===== config.mk =====
export PLATFORM = sky130hd
export DESIGN_NAME = dual_wheel_speed_pid
export DESIGN_NICKNAME = d
export VERILOG_FILES = /design/src/rtl/dwsp_pkg.sv /design/src/rtl/dwsp_err_stage.sv /design/src/rtl/dwsp_integ_stage.sv /design/src/rtl/dwsp_mac_stage.sv /design/src/rtl/dual_wheel_speed_pid.sv
export SDC_FILE = /design/constraint.sdc
export NUM_CORES = 2
export LEC_CHECK = 0
export BUFFER_PORTS_ARGS = -buffer_cell sky130_fd_sc_hd__clkbuf_2
export CORE_MARGIN = 2
export CORE_UTILIZATION = 55
export CTS_CLUSTER_DIAMETER = 200
export DETAILED_ROUTE_END_ITERATION = 8
export GPL_TIMING_DRIVEN = 0
export HOLD_SLACK_MARGIN = 0.05
export PLACE_DENSITY = 0.82
export SLEW_MARGIN = 20
export SYNTH_ARGS = -nofsm -noshare
export SYNTH_HDL_FRONTEND = slang
export SYNTH_SLANG_ARGS = --single-unit

===== constraint.sdc =====
create_clock -name clk -period 17.4 [get_ports clk]
set_input_delay 2.61 -clock clk [delete_from_list [all_inputs] [get_ports clk]]
set_output_delay 2.61 -clock clk [all_outputs]
set_load 0.005 [all_outputs]

===== src/rtl/dwsp_pkg.sv =====
// shared types, widths and register codes for the dual wheel speed pid
`timescale 1ns / 1ps

package dwsp_pkg;

    // default channel count
    localparam int NUM_CHANNELS_DEF = 2;

    // field and datapath widths
    localparam int GAIN_W   = 24;
    localparam int LIMIT_W  = 13;
    localparam int SPEED_W  = 16;
    localparam int ERR_W    = 17;
    localparam int THR_W    = 16;
    localparam int SUM_W    = 14;
    localparam int DIFF_W   = 18;
    localparam int DRIVE_W  = 16;
    localparam int FRAC_W   = 16;

    // configuration port
    localparam int CFG_INDEX_W = 2;
    localparam int CFG_DATA_W  = 24;

    // register reset values
    localparam logic [GAIN_W-1:0]  GAIN_P_RST    = 24'd45875;
    localparam logic [GAIN_W-1:0]  GAIN_I_RST    = 24'd3539;
    localparam logic [GAIN_W-1:0]  GAIN_D_RST    = 24'd3408;
    localparam logic [LIMIT_W-1:0] INT_LIMIT_RST = 13'd5000;

    // register indexes
    typedef enum logic [CFG_INDEX_W-1:0] {
        REG_GAIN_P    = 2'd0,
        REG_GAIN_I    = 2'd1,
        REG_GAIN_D    = 2'd2,
        REG_INT_LIMIT = 2'd3
    } cfg_reg_t;

    // live configuration
    typedef struct packed {
        logic [GAIN_W-1:0]  gain_p;
        logic [GAIN_W-1:0]  gain_i;
        logic [GAIN_W-1:0]  gain_d;
        logic [LIMIT_W-1:0] limit;
    } cfg_t;

    // error stage result
    typedef struct packed {
        logic signed [ERR_W-1:0] err;
        logic                    clear;
        logic                    gate;
    } err_t;

    // integrator stage result
    typedef struct packed {
        logic signed [ERR_W-1:0]  err;
        logic signed [SUM_W-1:0]  isum;
        logic signed [DIFF_W-1:0] diff;
    } integ_t;

endpackage


===== src/rtl/dwsp_err_stage.sv =====
// error, threshold and gate decisions for one transaction
`timescale 1ns / 1ps

module dwsp_err_stage
    import dwsp_pkg::*;
#(
    parameter int CH_W = 1
)
(
    input  logic                      clk,
    input  logic                      adv,
    input  logic [CH_W-1:0]           ch_in,
    input  logic signed [SPEED_W-1:0] target,
    input  logic signed [SPEED_W-1:0] measured,
    output logic [CH_W-1:0]           ch_out,
    output err_t                      result
);

    // 9*t/10 by reciprocal: exact for magnitudes below 2**22
    localparam int T9_W        = SPEED_W + 4;
    localparam int MAG9_W      = SPEED_W + 3;
    localparam int RECIP_SHIFT = 23;
    localparam int RECIP_MULT  = (2**RECIP_SHIFT + 9) / 10;
    localparam int PROD_W      = MAG9_W + 21;

    logic signed [T9_W-1:0]   t_ext;
    logic signed [T9_W-1:0]   t9;
    logic [MAG9_W-1:0]        mag9;
    logic [PROD_W-1:0]        quot_prod;
    logic [THR_W-1:0]         quot;
    logic signed [THR_W-1:0]  thr;
    logic signed [ERR_W-1:0]  err;
    logic [ERR_W-1:0]         err_mag;
    logic signed [ERR_W:0]    mag_cmp;
    logic signed [ERR_W:0]    thr_cmp;
    logic signed [ERR_W:0]    err_cmp;
    err_t                     result_next;
    err_t                     result_reg;
    logic [CH_W-1:0]          ch_reg;

    // threshold
    always_comb
    begin
        t_ext     = {{(T9_W-SPEED_W){target[SPEED_W-1]}}, target};
        t9        = (t_ext <<< 3) + t_ext;
        mag9      = t9[T9_W-1] ? MAG9_W'(-t9) : t9[MAG9_W-1:0];
        quot_prod = PROD_W'(mag9) * PROD_W'(RECIP_MULT);
        quot      = quot_prod[RECIP_SHIFT +: THR_W];
        thr       = t9[T9_W-1] ? -$signed(quot) : $signed(quot);
    end

    // error and decisions
    always_comb
    begin
        err     = {target[SPEED_W-1], target} - {measured[SPEED_W-1], measured};
        err_mag = err[ERR_W-1] ? ERR_W'(-err) : err;
        mag_cmp = $signed({1'b0, err_mag});
        thr_cmp = {{(ERR_W+1-THR_W){thr[THR_W-1]}}, thr};
        err_cmp = {err[ERR_W-1], err};
        result_next.err   = err;
        result_next.clear = (err_cmp >= thr_cmp);
        result_next.gate  = !(mag_cmp >= thr_cmp);
    end

    // stage register
    always_ff @(posedge clk)
    begin
        if (adv)
        begin
            result_reg <= result_next;
            ch_reg     <= ch_in;
        end
    end

    assign result = result_reg;
    assign ch_out = ch_reg;

endmodule


===== src/rtl/dwsp_integ_stage.sv =====
// per-channel integrator and derivative state with the stage register
`timescale 1ns / 1ps

module dwsp_integ_stage
    import dwsp_pkg::*;
#(
    parameter int NUM_CHANNELS = NUM_CHANNELS_DEF,
    parameter int CH_W         = 1
)
(
    input  logic               clk,
    input  logic               rst_n,
    input  logic               adv,
    input  logic               valid,
    input  logic [CH_W-1:0]    ch,
    input  err_t               in_data,
    input  logic [LIMIT_W-1:0] limit,
    output integ_t             result
);

    localparam int ACC_W = ERR_W + 1;

    logic signed [SUM_W-1:0] sum_reg  [NUM_CHANNELS];
    logic signed [ERR_W-1:0] prev_reg [NUM_CHANNELS];
    logic signed [SUM_W-1:0] sum_cur;
    logic signed [ERR_W-1:0] prev_cur;
    logic signed [ACC_W-1:0] acc;
    logic signed [ACC_W-1:0] lim_pos;
    logic signed [ACC_W-1:0] lim_neg;
    logic signed [ACC_W-1:0] acc_clamped;
    logic signed [SUM_W-1:0] sum_next;
    integ_t                  result_next;
    integ_t                  result_reg;

    assign sum_cur  = sum_reg[ch];
    assign prev_cur = prev_reg[ch];

    // accumulate, clamp, then clear
    always_comb
    begin
        acc     = {{(ACC_W-SUM_W){sum_cur[SUM_W-1]}}, sum_cur}
                + {in_data.err[ERR_W-1], in_data.err};
        lim_pos = $signed({{(ACC_W-LIMIT_W){1'b0}}, limit});
        lim_neg = -lim_pos;
        acc_clamped = acc;
        if (acc >= lim_pos)
        begin
            acc_clamped = lim_pos;
        end
        if (acc < lim_neg)
        begin
            acc_clamped = lim_neg;
        end
        if (in_data.clear)
        begin
            acc_clamped = '0;
        end
        sum_next = acc_clamped[SUM_W-1:0];

        result_next.err  = in_data.err;
        result_next.isum = in_data.gate ? sum_next : '0;
        result_next.diff = {in_data.err[ERR_W-1], in_data.err}
                         - {prev_cur[ERR_W-1], prev_cur};
    end

    // channel state
    always_ff @(posedge clk or negedge rst_n)
    begin
        if (!rst_n)
        begin
            for (int k = 0; k < NUM_CHANNELS; k++)
            begin
                sum_reg[k]  <= '0;
                prev_reg[k] <= '0;
            end
        end
        else if (adv && valid)
        begin
            sum_reg[ch]  <= sum_next;
            prev_reg[ch] <= in_data.err;
        end
    end

    // stage register
    always_ff @(posedge clk)
    begin
        if (adv)
        begin
            result_reg <= result_next;
        end
    end

    assign result = result_reg;

endmodule


===== src/rtl/dwsp_mac_stage.sv =====
// gain products, sum, truncation and saturation of the drive value
`timescale 1ns / 1ps

module dwsp_mac_stage
    import dwsp_pkg::*;
(
    input  logic                      clk,
    input  logic                      adv,
    input  integ_t                    in_data,
    input  cfg_t                      cfg,
    output logic signed [DRIVE_W-1:0] drive,
    output logic                      saturated
);

    localparam int PP_W  = GAIN_W + 1 + ERR_W;
    localparam int PI_W  = GAIN_W + 1 + SUM_W;
    localparam int PD_W  = GAIN_W + 1 + DIFF_W;
    localparam int ACC_W = PD_W + 2;
    localparam int Q_W   = ACC_W - FRAC_W;

    logic signed [GAIN_W:0]        gp;
    logic signed [GAIN_W:0]        gi;
    logic signed [GAIN_W:0]        gd;
    logic signed [PP_W-1:0]        pp_next;
    logic signed [PI_W-1:0]        pi_next;
    logic signed [PD_W-1:0]        pd_next;
    logic signed [PP_W-1:0]        pp_reg;
    logic signed [PI_W-1:0]        pi_reg;
    logic signed [PD_W-1:0]        pd_reg;
    logic signed [ACC_W-1:0]       acc;
    logic signed [Q_W-1:0]         q_floor;
    logic signed [Q_W-1:0]         q;
    logic                          round_up;
    logic signed [DRIVE_W-1:0]     drive_next;
    logic                          sat_next;
    logic signed [DRIVE_W-1:0]     drive_reg;
    logic                          sat_reg;

    localparam logic signed [Q_W-1:0] Q_MAX = Q_W'(2**(DRIVE_W-1) - 1);
    localparam logic signed [Q_W-1:0] Q_MIN = -Q_W'(2**(DRIVE_W-1));

    // products
    always_comb
    begin
        gp      = $signed({1'b0, cfg.gain_p});
        gi      = $signed({1'b0, cfg.gain_i});
        gd      = $signed({1'b0, cfg.gain_d});
        pp_next = gp * in_data.err;
        pi_next = gi * in_data.isum;
        pd_next = gd * in_data.diff;
    end

    always_ff @(posedge clk)
    begin
        if (adv)
        begin
            pp_reg <= pp_next;
            pi_reg <= pi_next;
            pd_reg <= pd_next;
        end
    end

    // sum, truncate toward zero, saturate
    always_comb
    begin
        acc      = {{(ACC_W-PP_W){pp_reg[PP_W-1]}}, pp_reg}
                 + {{(ACC_W-PI_W){pi_reg[PI_W-1]}}, pi_reg}
                 + {{(ACC_W-PD_W){pd_reg[PD_W-1]}}, pd_reg};
        q_floor  = acc[ACC_W-1:FRAC_W];
        round_up = acc[ACC_W-1] && (|acc[FRAC_W-1:0]);
        q        = q_floor + $signed({{(Q_W-1){1'b0}}, round_up});
        drive_next = q[DRIVE_W-1:0];
        sat_next   = 1'b0;
        if (q > Q_MAX)
        begin
            drive_next = Q_MAX[DRIVE_W-1:0];
            sat_next   = 1'b1;
        end
        else if (q < Q_MIN)
        begin
            drive_next = Q_MIN[DRIVE_W-1:0];
            sat_next   = 1'b1;
        end
    end

    // result register
    always_ff @(posedge clk)
    begin
        if (adv)
        begin
            drive_reg <= drive_next;
            sat_reg   <= sat_next;
        end
    end

    assign drive     = drive_reg;
    assign saturated = sat_reg;

endmodule


===== src/rtl/dual_wheel_speed_pid.sv =====
// top level of the two-wheel speed pid with integrator clamp and gating
//
//  channel  | handshake            | payload
//  ---------+----------------------+------------------------------------------
//  config   | cfg_write            | cfg_index, cfg_data
//  input    | in_valid / in_stall  | channel, target_speed, measured_speed
//  output   | out_valid / out_stall| drive, drive_saturated
//
// one transaction per cycle while out_stall does not freeze the pipe; five register
// stages from input to result: input, error, integrator, product and result.
// channel state is read and written in the integrator stage, so items on
// the same channel in consecutive cycles see each other's updates.
// a held result under out_stall freezes the whole pipe and raises in_stall.
// reset loads the default gains and limit, clears channel state and all valid bits.
`timescale 1ns / 1ps

module dual_wheel_speed_pid
    import dwsp_pkg::*;
#(
    parameter int NUM_CHANNELS = NUM_CHANNELS_DEF
)
(
    input  logic                      clk,
    input  logic                      rst_n,
    input  logic                      cfg_write,
    input  logic [CFG_INDEX_W-1:0]    cfg_index,
    input  logic [CFG_DATA_W-1:0]     cfg_data,
    input  logic                      in_valid,
    output logic                      in_stall,
    input  logic                      channel,
    input  logic signed [SPEED_W-1:0] target_speed,
    input  logic signed [SPEED_W-1:0] measured_speed,
    output logic                      out_valid,
    input  logic                      out_stall,
    output logic signed [DRIVE_W-1:0] drive,
    output logic                      drive_saturated
);

    localparam int CH_W = (NUM_CHANNELS > 1) ? $clog2(NUM_CHANNELS) : 1;

    cfg_t                      cfg_reg;
    logic                      adv;
    logic                      v0_reg;
    logic                      v1_reg;
    logic                      v2_reg;
    logic                      v3_reg;
    logic                      vo_reg;
    logic [CH_W-1:0]           ch_next;
    logic [CH_W-1:0]           ch0_reg;
    logic signed [SPEED_W-1:0] tgt0_reg;
    logic signed [SPEED_W-1:0] meas0_reg;
    logic [CH_W-1:0]           ch1;
    err_t                      err_data;
    integ_t                    integ_data;

    // configuration registers
    always_ff @(posedge clk or negedge rst_n)
    begin
        if (!rst_n)
        begin
            cfg_reg.gain_p <= GAIN_P_RST;
            cfg_reg.gain_i <= GAIN_I_RST;
            cfg_reg.gain_d <= GAIN_D_RST;
            cfg_reg.limit  <= INT_LIMIT_RST;
        end
        else if (cfg_write)
        begin
            case (cfg_reg_t'(cfg_index))
                REG_GAIN_P:    cfg_reg.gain_p <= cfg_data[GAIN_W-1:0];
                REG_GAIN_I:    cfg_reg.gain_i <= cfg_data[GAIN_W-1:0];
                REG_GAIN_D:    cfg_reg.gain_d <= cfg_data[GAIN_W-1:0];
                REG_INT_LIMIT: cfg_reg.limit  <= cfg_data[LIMIT_W-1:0];
                default:       cfg_reg.limit  <= cfg_reg.limit;
            endcase
        end
    end

    // pipe moves unless a held result is stalled
    assign adv      = !(vo_reg && out_stall);
    assign in_stall = !adv;

    // valid bits
    always_ff @(posedge clk or negedge rst_n)
    begin
        if (!rst_n)
        begin
            v0_reg <= 1'b0;
            v1_reg <= 1'b0;
            v2_reg <= 1'b0;
            v3_reg <= 1'b0;
            vo_reg <= 1'b0;
        end
        else if (adv)
        begin
            v0_reg <= in_valid;
            v1_reg <= v0_reg;
            v2_reg <= v1_reg;
            v3_reg <= v2_reg;
            vo_reg <= v3_reg;
        end
    end

    // channel index wraps onto the channel count
    assign ch_next = (NUM_CHANNELS > 1) ? CH_W'(channel) : '0;

    // input register
    always_ff @(posedge clk)
    begin
        if (adv)
        begin
            ch0_reg   <= ch_next;
            tgt0_reg  <= target_speed;
            meas0_reg <= measured_speed;
        end
    end

    dwsp_err_stage #(
        .CH_W (CH_W)
    ) u_err (
        .clk      (clk),
        .adv      (adv),
        .ch_in    (ch0_reg),
        .target   (tgt0_reg),
        .measured (meas0_reg),
        .ch_out   (ch1),
        .result   (err_data)
    );

    dwsp_integ_stage #(
        .NUM_CHANNELS (NUM_CHANNELS),
        .CH_W         (CH_W)
    ) u_integ (
        .clk     (clk),
        .rst_n   (rst_n),
        .adv     (adv),
        .valid   (v1_reg),
        .ch      (ch1),
        .in_data (err_data),
        .limit   (cfg_reg.limit),
        .result  (integ_data)
    );

    dwsp_mac_stage u_mac (
        .clk       (clk),
        .adv       (adv),
        .in_data   (integ_data),
        .cfg       (cfg_reg),
        .drive     (drive),
        .saturated (drive_saturated)
    );

    assign out_valid = vo_reg;

endmodule


## Yosys cells after proc, flatten, opt, wreduce, memory -nomap -nowiden

Index checks and enable logic that the tools add are counted.

| cells by class | value |
|---|---|
| add/sub/neg operators | 11 |
| multipliers | 4 |
| magnitude comparators | 8 |
| equality and inequality tests | 3 |
| muxes and demuxes | 20 |
| bitwise gates (word level) | 1 |
| reductions and logical operators | 12 |

Operators by type and width:

| cell | number |
|---|---|
| $mux 14 | 7 |
| $mux 17 | 5 |
| $add 45x45->45 | 1 |
| $add 42x39->43 | 1 |
| $mul 25x18->43 | 1 |
| $mul 25x17->42 | 1 |
| $mul 19x20->39 const B | 1 |
| $mul 25x14->39 | 1 |
| $bwmux 34 | 1 |
| $mux 16 | 2 |
| $add 29x2->29 | 1 |
| $gt 29x16->1 const B | 1 |
| $lt 29x16->1 const B | 1 |
| $bwmux 28 | 1 |
| $add 19x16->20 | 1 |
| $mux 19 | 1 |
| $neg 19->19 | 1 |
| $add 14x17->18 | 1 |
| $ge 18x14->1 | 1 |
| $ge 18x16->1 | 1 |
| $lt 18x18->1 | 1 |
| $neg 13->18 | 1 |
| $sub 17x17->18 | 1 |
| $demux 17 s1 | 1 |
| other kinds (16) | 24 |

| storage, ports and cells | value |
|---|---|
| register bits after elaboration | 395 |
| input port bits | 64 |

## Longest topological paths before layout

| depth | value |
|---|---|
| word-level depth | 10 |
| mapped depth | 49 |
| mapped depth without buffers | 49 |

## Hierarchy

Synthesis repeated with hierarchy kept, for this count alone.

| second synthesis, totals | value |
|---|---|
| cells, all modules | 7126 |
| area, all modules | 67733.7 µm² |

Modules (own cells, without submodules):

| module | instances | cells each | area each (µm²) | seq. area each (µm²) |
|---|---|---|---|---|
| dwsp_mac_stage | 1 | 5065 | 46453.3 | 4234.1 |
| dwsp_err_stage | 1 | 1156 | 9840.7 | 600.6 |
| dwsp_integ_stage | 1 | 678 | 7026.7 | 3022.9 |
| dual_wheel_speed_pid | 1 | 227 | 4413.0 | 3276.9 |

## Worst setup path before layout

No wires, ideal clock.

| path | value |
|---|---|
| kind | register to register |
| start point | reg tgt0_reg[0] |
| end point | reg u_err.result_reg, in the netlist u_err.result[1], data pin |
| data arrival time | 12.012 ns |
| data required time | 17.240 ns |
| setup slack | 5.228 ns |
| cell stages (with the launch flop) | 46 |
| path buffers | 1 |
| clock period less this slack | 12.172 ns |
| cells stage by stage | edfxtp_1 ha_1 fa_1 a211oi_1 nor2_1 o21a_1 or3_1 a21oi_1 xnor2_1 o2111ai_1 or3_1 or2_2 o41ai_1 xnor2_1 nor2b_1 nor2_1 fa_1 inv_1 [... 10 more ...] o311ai_0 nand3_1 o221a_2 and2_1 or4_1 clkbuf_1 or3_1 o31ai_1 xnor2_1 xnor2_1 ha_1 nand4_1 nor3_1 o21ai_0 a2111o_1 nor4b_1 o2111ai_1 a41oi_1 |

RTL lines:

| what | line | RTL |
|---|---|---|
| start, declared | dual_wheel_speed_pid.sv:50 | `logic signed [SPEED_W-1:0] tgt0_reg;` |
| start signal, assigned | dual_wheel_speed_pid.sv:112 | `tgt0_reg <= target_speed;` |
| end signal, assigned | dwsp_err_stage.sv:70 | `result_reg <= result_next;` |
| end, declared | dwsp_err_stage.sv:38 | `err_t result_reg;` |

==> metrics.json <==
{
  "worstSetupStartpointType": "flop",
  "grt_max_degree": 91,
  "final_report_hold_violation_count": 0,
  "clock.fmax_mhz": 69.3,
  "antenna_found_initial": 21,
  "yosysTopAreaCellShare_pct": 30.7,
  "timing.final.crit_share_pct": 82.9,
  "place_hpwl_um": 163000,
  "cts_num_sinks": 395,
  "grt_remaining_overflow": 0,
  "ctsResizeCount": 0,
  "route.final.wire_length_um": 196000,
  "post_route_cells_drive_above_1_share_pct": 5.10,
  "drt_pre_antenna_iters": 5,
  "cts.htree.levels": 2,
  "gp_routability_congestion": 1.01,
  "postSynthAreaPerCell_um2": 9.40,
  "register_area_um2": 11100,
  "num_vias": 52932,
  "timing.critical_path.mode_cell": "sky130_fd_sc_hd__fa_1",
  "critical_path_arrival_ps": 14870,
  "post-synth-top-area-cell": "sky130_fd_sc_hd__fa_1",
  "critical-path-max-stage-delay_ps": 630,
  "die_height_um": 356,
  "synth_cells": 7258,
  "drt.antenna.violating_nets": 0,
  "clockRootBuffer": "sky130_fd_sc_hd__clkbuf_16",
  "unrepaired_setup_endpoints_after_global_routing": "no",
  "footprint_of_the_multi_input_gates_um2": 51300,
  "place.port_buffers": 82,
  "n_fill_cell": 10491,
  "post_synth_instance_area_um2": 68200,
  "initial_core_util_pct": 55.3,
  "via_count_of_the_first_global_routing_pass": 54835,
  "syn_nets": 9126,
  "ys_seq_area_share_pct": 16.3,
  "fin_crit_period_ps": 14420,
  "timing.critical_path.fanout_max": 9,
  "critPathSlowestCell": "sky130_fd_sc_hd__o311ai_1",
  "timing.slew.headroom_pct": 35.4,
  "floorplan.die_area_um2": 127000,
  "flow.area_growth_from_synthesis_pct": 6.43,
  "first_iter_violations": 4778,
  "holdCritPathClass": "reg -> reg",
  "via_per_inst": 5.83,
  "synthArstFlopShare_pct": 38.5,
  "synth_top_cells_by_area": "sky130_fd_sc_hd__fa_1 (31%), sky130_fd_sc_hd__ha_1 (14%), sky130_fd_sc_hd__edfxtp_1 (11%), sky130_fd_sc_hd__inv_1 (7.0%), sky130_fd_sc_hd__nand2_1 (5.3%)",
  "clk_latency_ps": 670,
  "synth_enable_flop_cells": 243,
  "grt_first_pass_wirelength_um": 307000,
  "synthesis.yosys.warnings": 0,
  "numCtsBuffers": 49,
  "design.core.area_um2": 123000,
  "final_max_slew_viol_count": 0,
  "setup_violations": 0,
  "number_of_standard_cell_rows_in_the_floorplan": 129,
  "synth_ff_type": "sky130_fd_sc_hd__edfxtp_1",
  "synth.lib_cells_used.distinct": 91,
  "avgRoutedWirePerCell_um": 21.6,
  "cell_area_reported_after_detailed_placement_um2": 70900,
  "worst-endpoint-required_ps": 17850,
  "largest_reg_flops": 85,
  "fin_worst_skew_ps": 59.5,
  "endpoint_kind": "flop",
  "cts_max_path_buffers": 3,
  "cell_area_after_layout_um2": 72600,
  "clk_transition_reported_paths_ps": 70,
  "remaining_drc_errors": 0,
  "yosys.cell_count.top_type": "sky130_fd_sc_hd__inv_1",
  "grt_util_all_layers_pct": 31.4,
  "ys_seq_elements": 395,
  "worst_tran_pin_value_ps": 969,
  "die_w_um": 356,
  "postCtsSetupRepairBufs": 0,
  "critPathTopFamily": "compound AO/OA/AOI/OAI gates",
  "max_capacitance_violation_count": 0,
  "cts_hold_buf": 0,
  "cts_tree": "built",
  "critical_path_class": "reg -> reg",
  "net_count_of_the_finished_layout": 9266,
  "synth.cells.most_frequent": "sky130_fd_sc_hd__inv_1 (1275), sky130_fd_sc_hd__fa_1 (1047), sky130_fd_sc_hd__nand2_1 (957)",
  "setup-tns-final_ps": 0,
  "pin_count": 83,
  "path_buf_inv": 5,
  "run_status": "complete, no violations"
}
[per-layer routing]
layer / vias to the layer above / wire length [um] / GRT usage, %
met5: - / 87 / 0
li1: 23681 / - / -
met1: 26289 / 76000 / 40.3
met4: 12 / 11400 / 15.2
met3: 559 / 19600 / 7.29
met2: 2391 / 89100 / 50.4
[worst register-to-register path, delay by kind of cell, from the launching register on]
family,cells,cell delay [ps]
compound gates,13,4190
simple gates,14,3480
buf+inv,5,530
flops,1,600
xor+xnor,4,1290
fa+ha+maj,9,4130
[layout by cell type, fill, tap and decap left out, drive strengths merged, types with 79 or more instances in the layout]
master,count
inv,1284
fa,1047
nand2,957
ha,757
and2,440
clkbuf,387
a21oi,254
edfxtp,243
nor2,227
xnor2,225
o21ai,177
mux2,126
a21o,125
dfrtp,125
nand2b,112
xor2,81
nor3,79
[per-stage QoR]
step | hold WS, ps | util [%] | std cells | worst slack, ps
2_1_floorplan | 400 | - | 7258 | 5230
3_3_place_gp | 412 | 57.3 | 8977 | 3040
3_5_place_dp | 412 | 57.4 | 8984 | 2890
4_1_cts | 423 | 58.8 | 9073 | 2820
5_1_grt | 438 | 58.8 | 9073 | 2130
6_report | 421 | 58.8 | 9085 | 2980
[layout make-up]
| class | count | area share [%] |
|---|---|---|
| sequential | 395 | 15.3 |
| clock buffer | 58 | 1.85 |
| multi-input combinational | 5327 | 70.7 |
| timing repair buffer | 89 | 0.780 |
| buffer | 261 | 1.37 |
| antenna | 12 | 0.0413 |
| tap | 1637 | 2.82 |
| inverter | 1275 | 6.59 |
| clock inverter | 31 | 0.529 |
[worst paths after layout]
kind / startpoint / end / slack (ps) / depth (start not counted)
worst max-delay path: tgt0_reg[0] / u_err.result[1] / 2980 / 45
max in group asynchronous: rst_n / cfg_reg[23] / 14450 / 2
min in group asynchronous: rst_n / cfg_reg[40] / 2000 / 1
worst min-delay path: ch0_reg / u_err.ch_out / 420 / 0
worst min register to register: ch0_reg / u_err.ch_out / 420 / 0
worst max register to register: tgt0_reg[0] / u_err.result[1] / 2980 / 45
[logic make-up (layout without fill, tap and decap cells)]
kind of cell | Yosys count | after routing | synth area share [%]
compound gates | 949 | 949 | 9.23
xor+xnor | 307 | 307 | 3.96
fa+ha+maj | 1805 | 1805 | 44.6
buf+inv | 1536 | 1714 | 8.47
flops | 395 | 395 | 16.3
mux | 154 | 154 | 2.49
other cells | 0 | 12 | 0
simple gates | 2112 | 2112 | 14.9
Power is not shown: default switching activity piles up to over one toggle a cycle in this logic, so the estimate is an artifact.
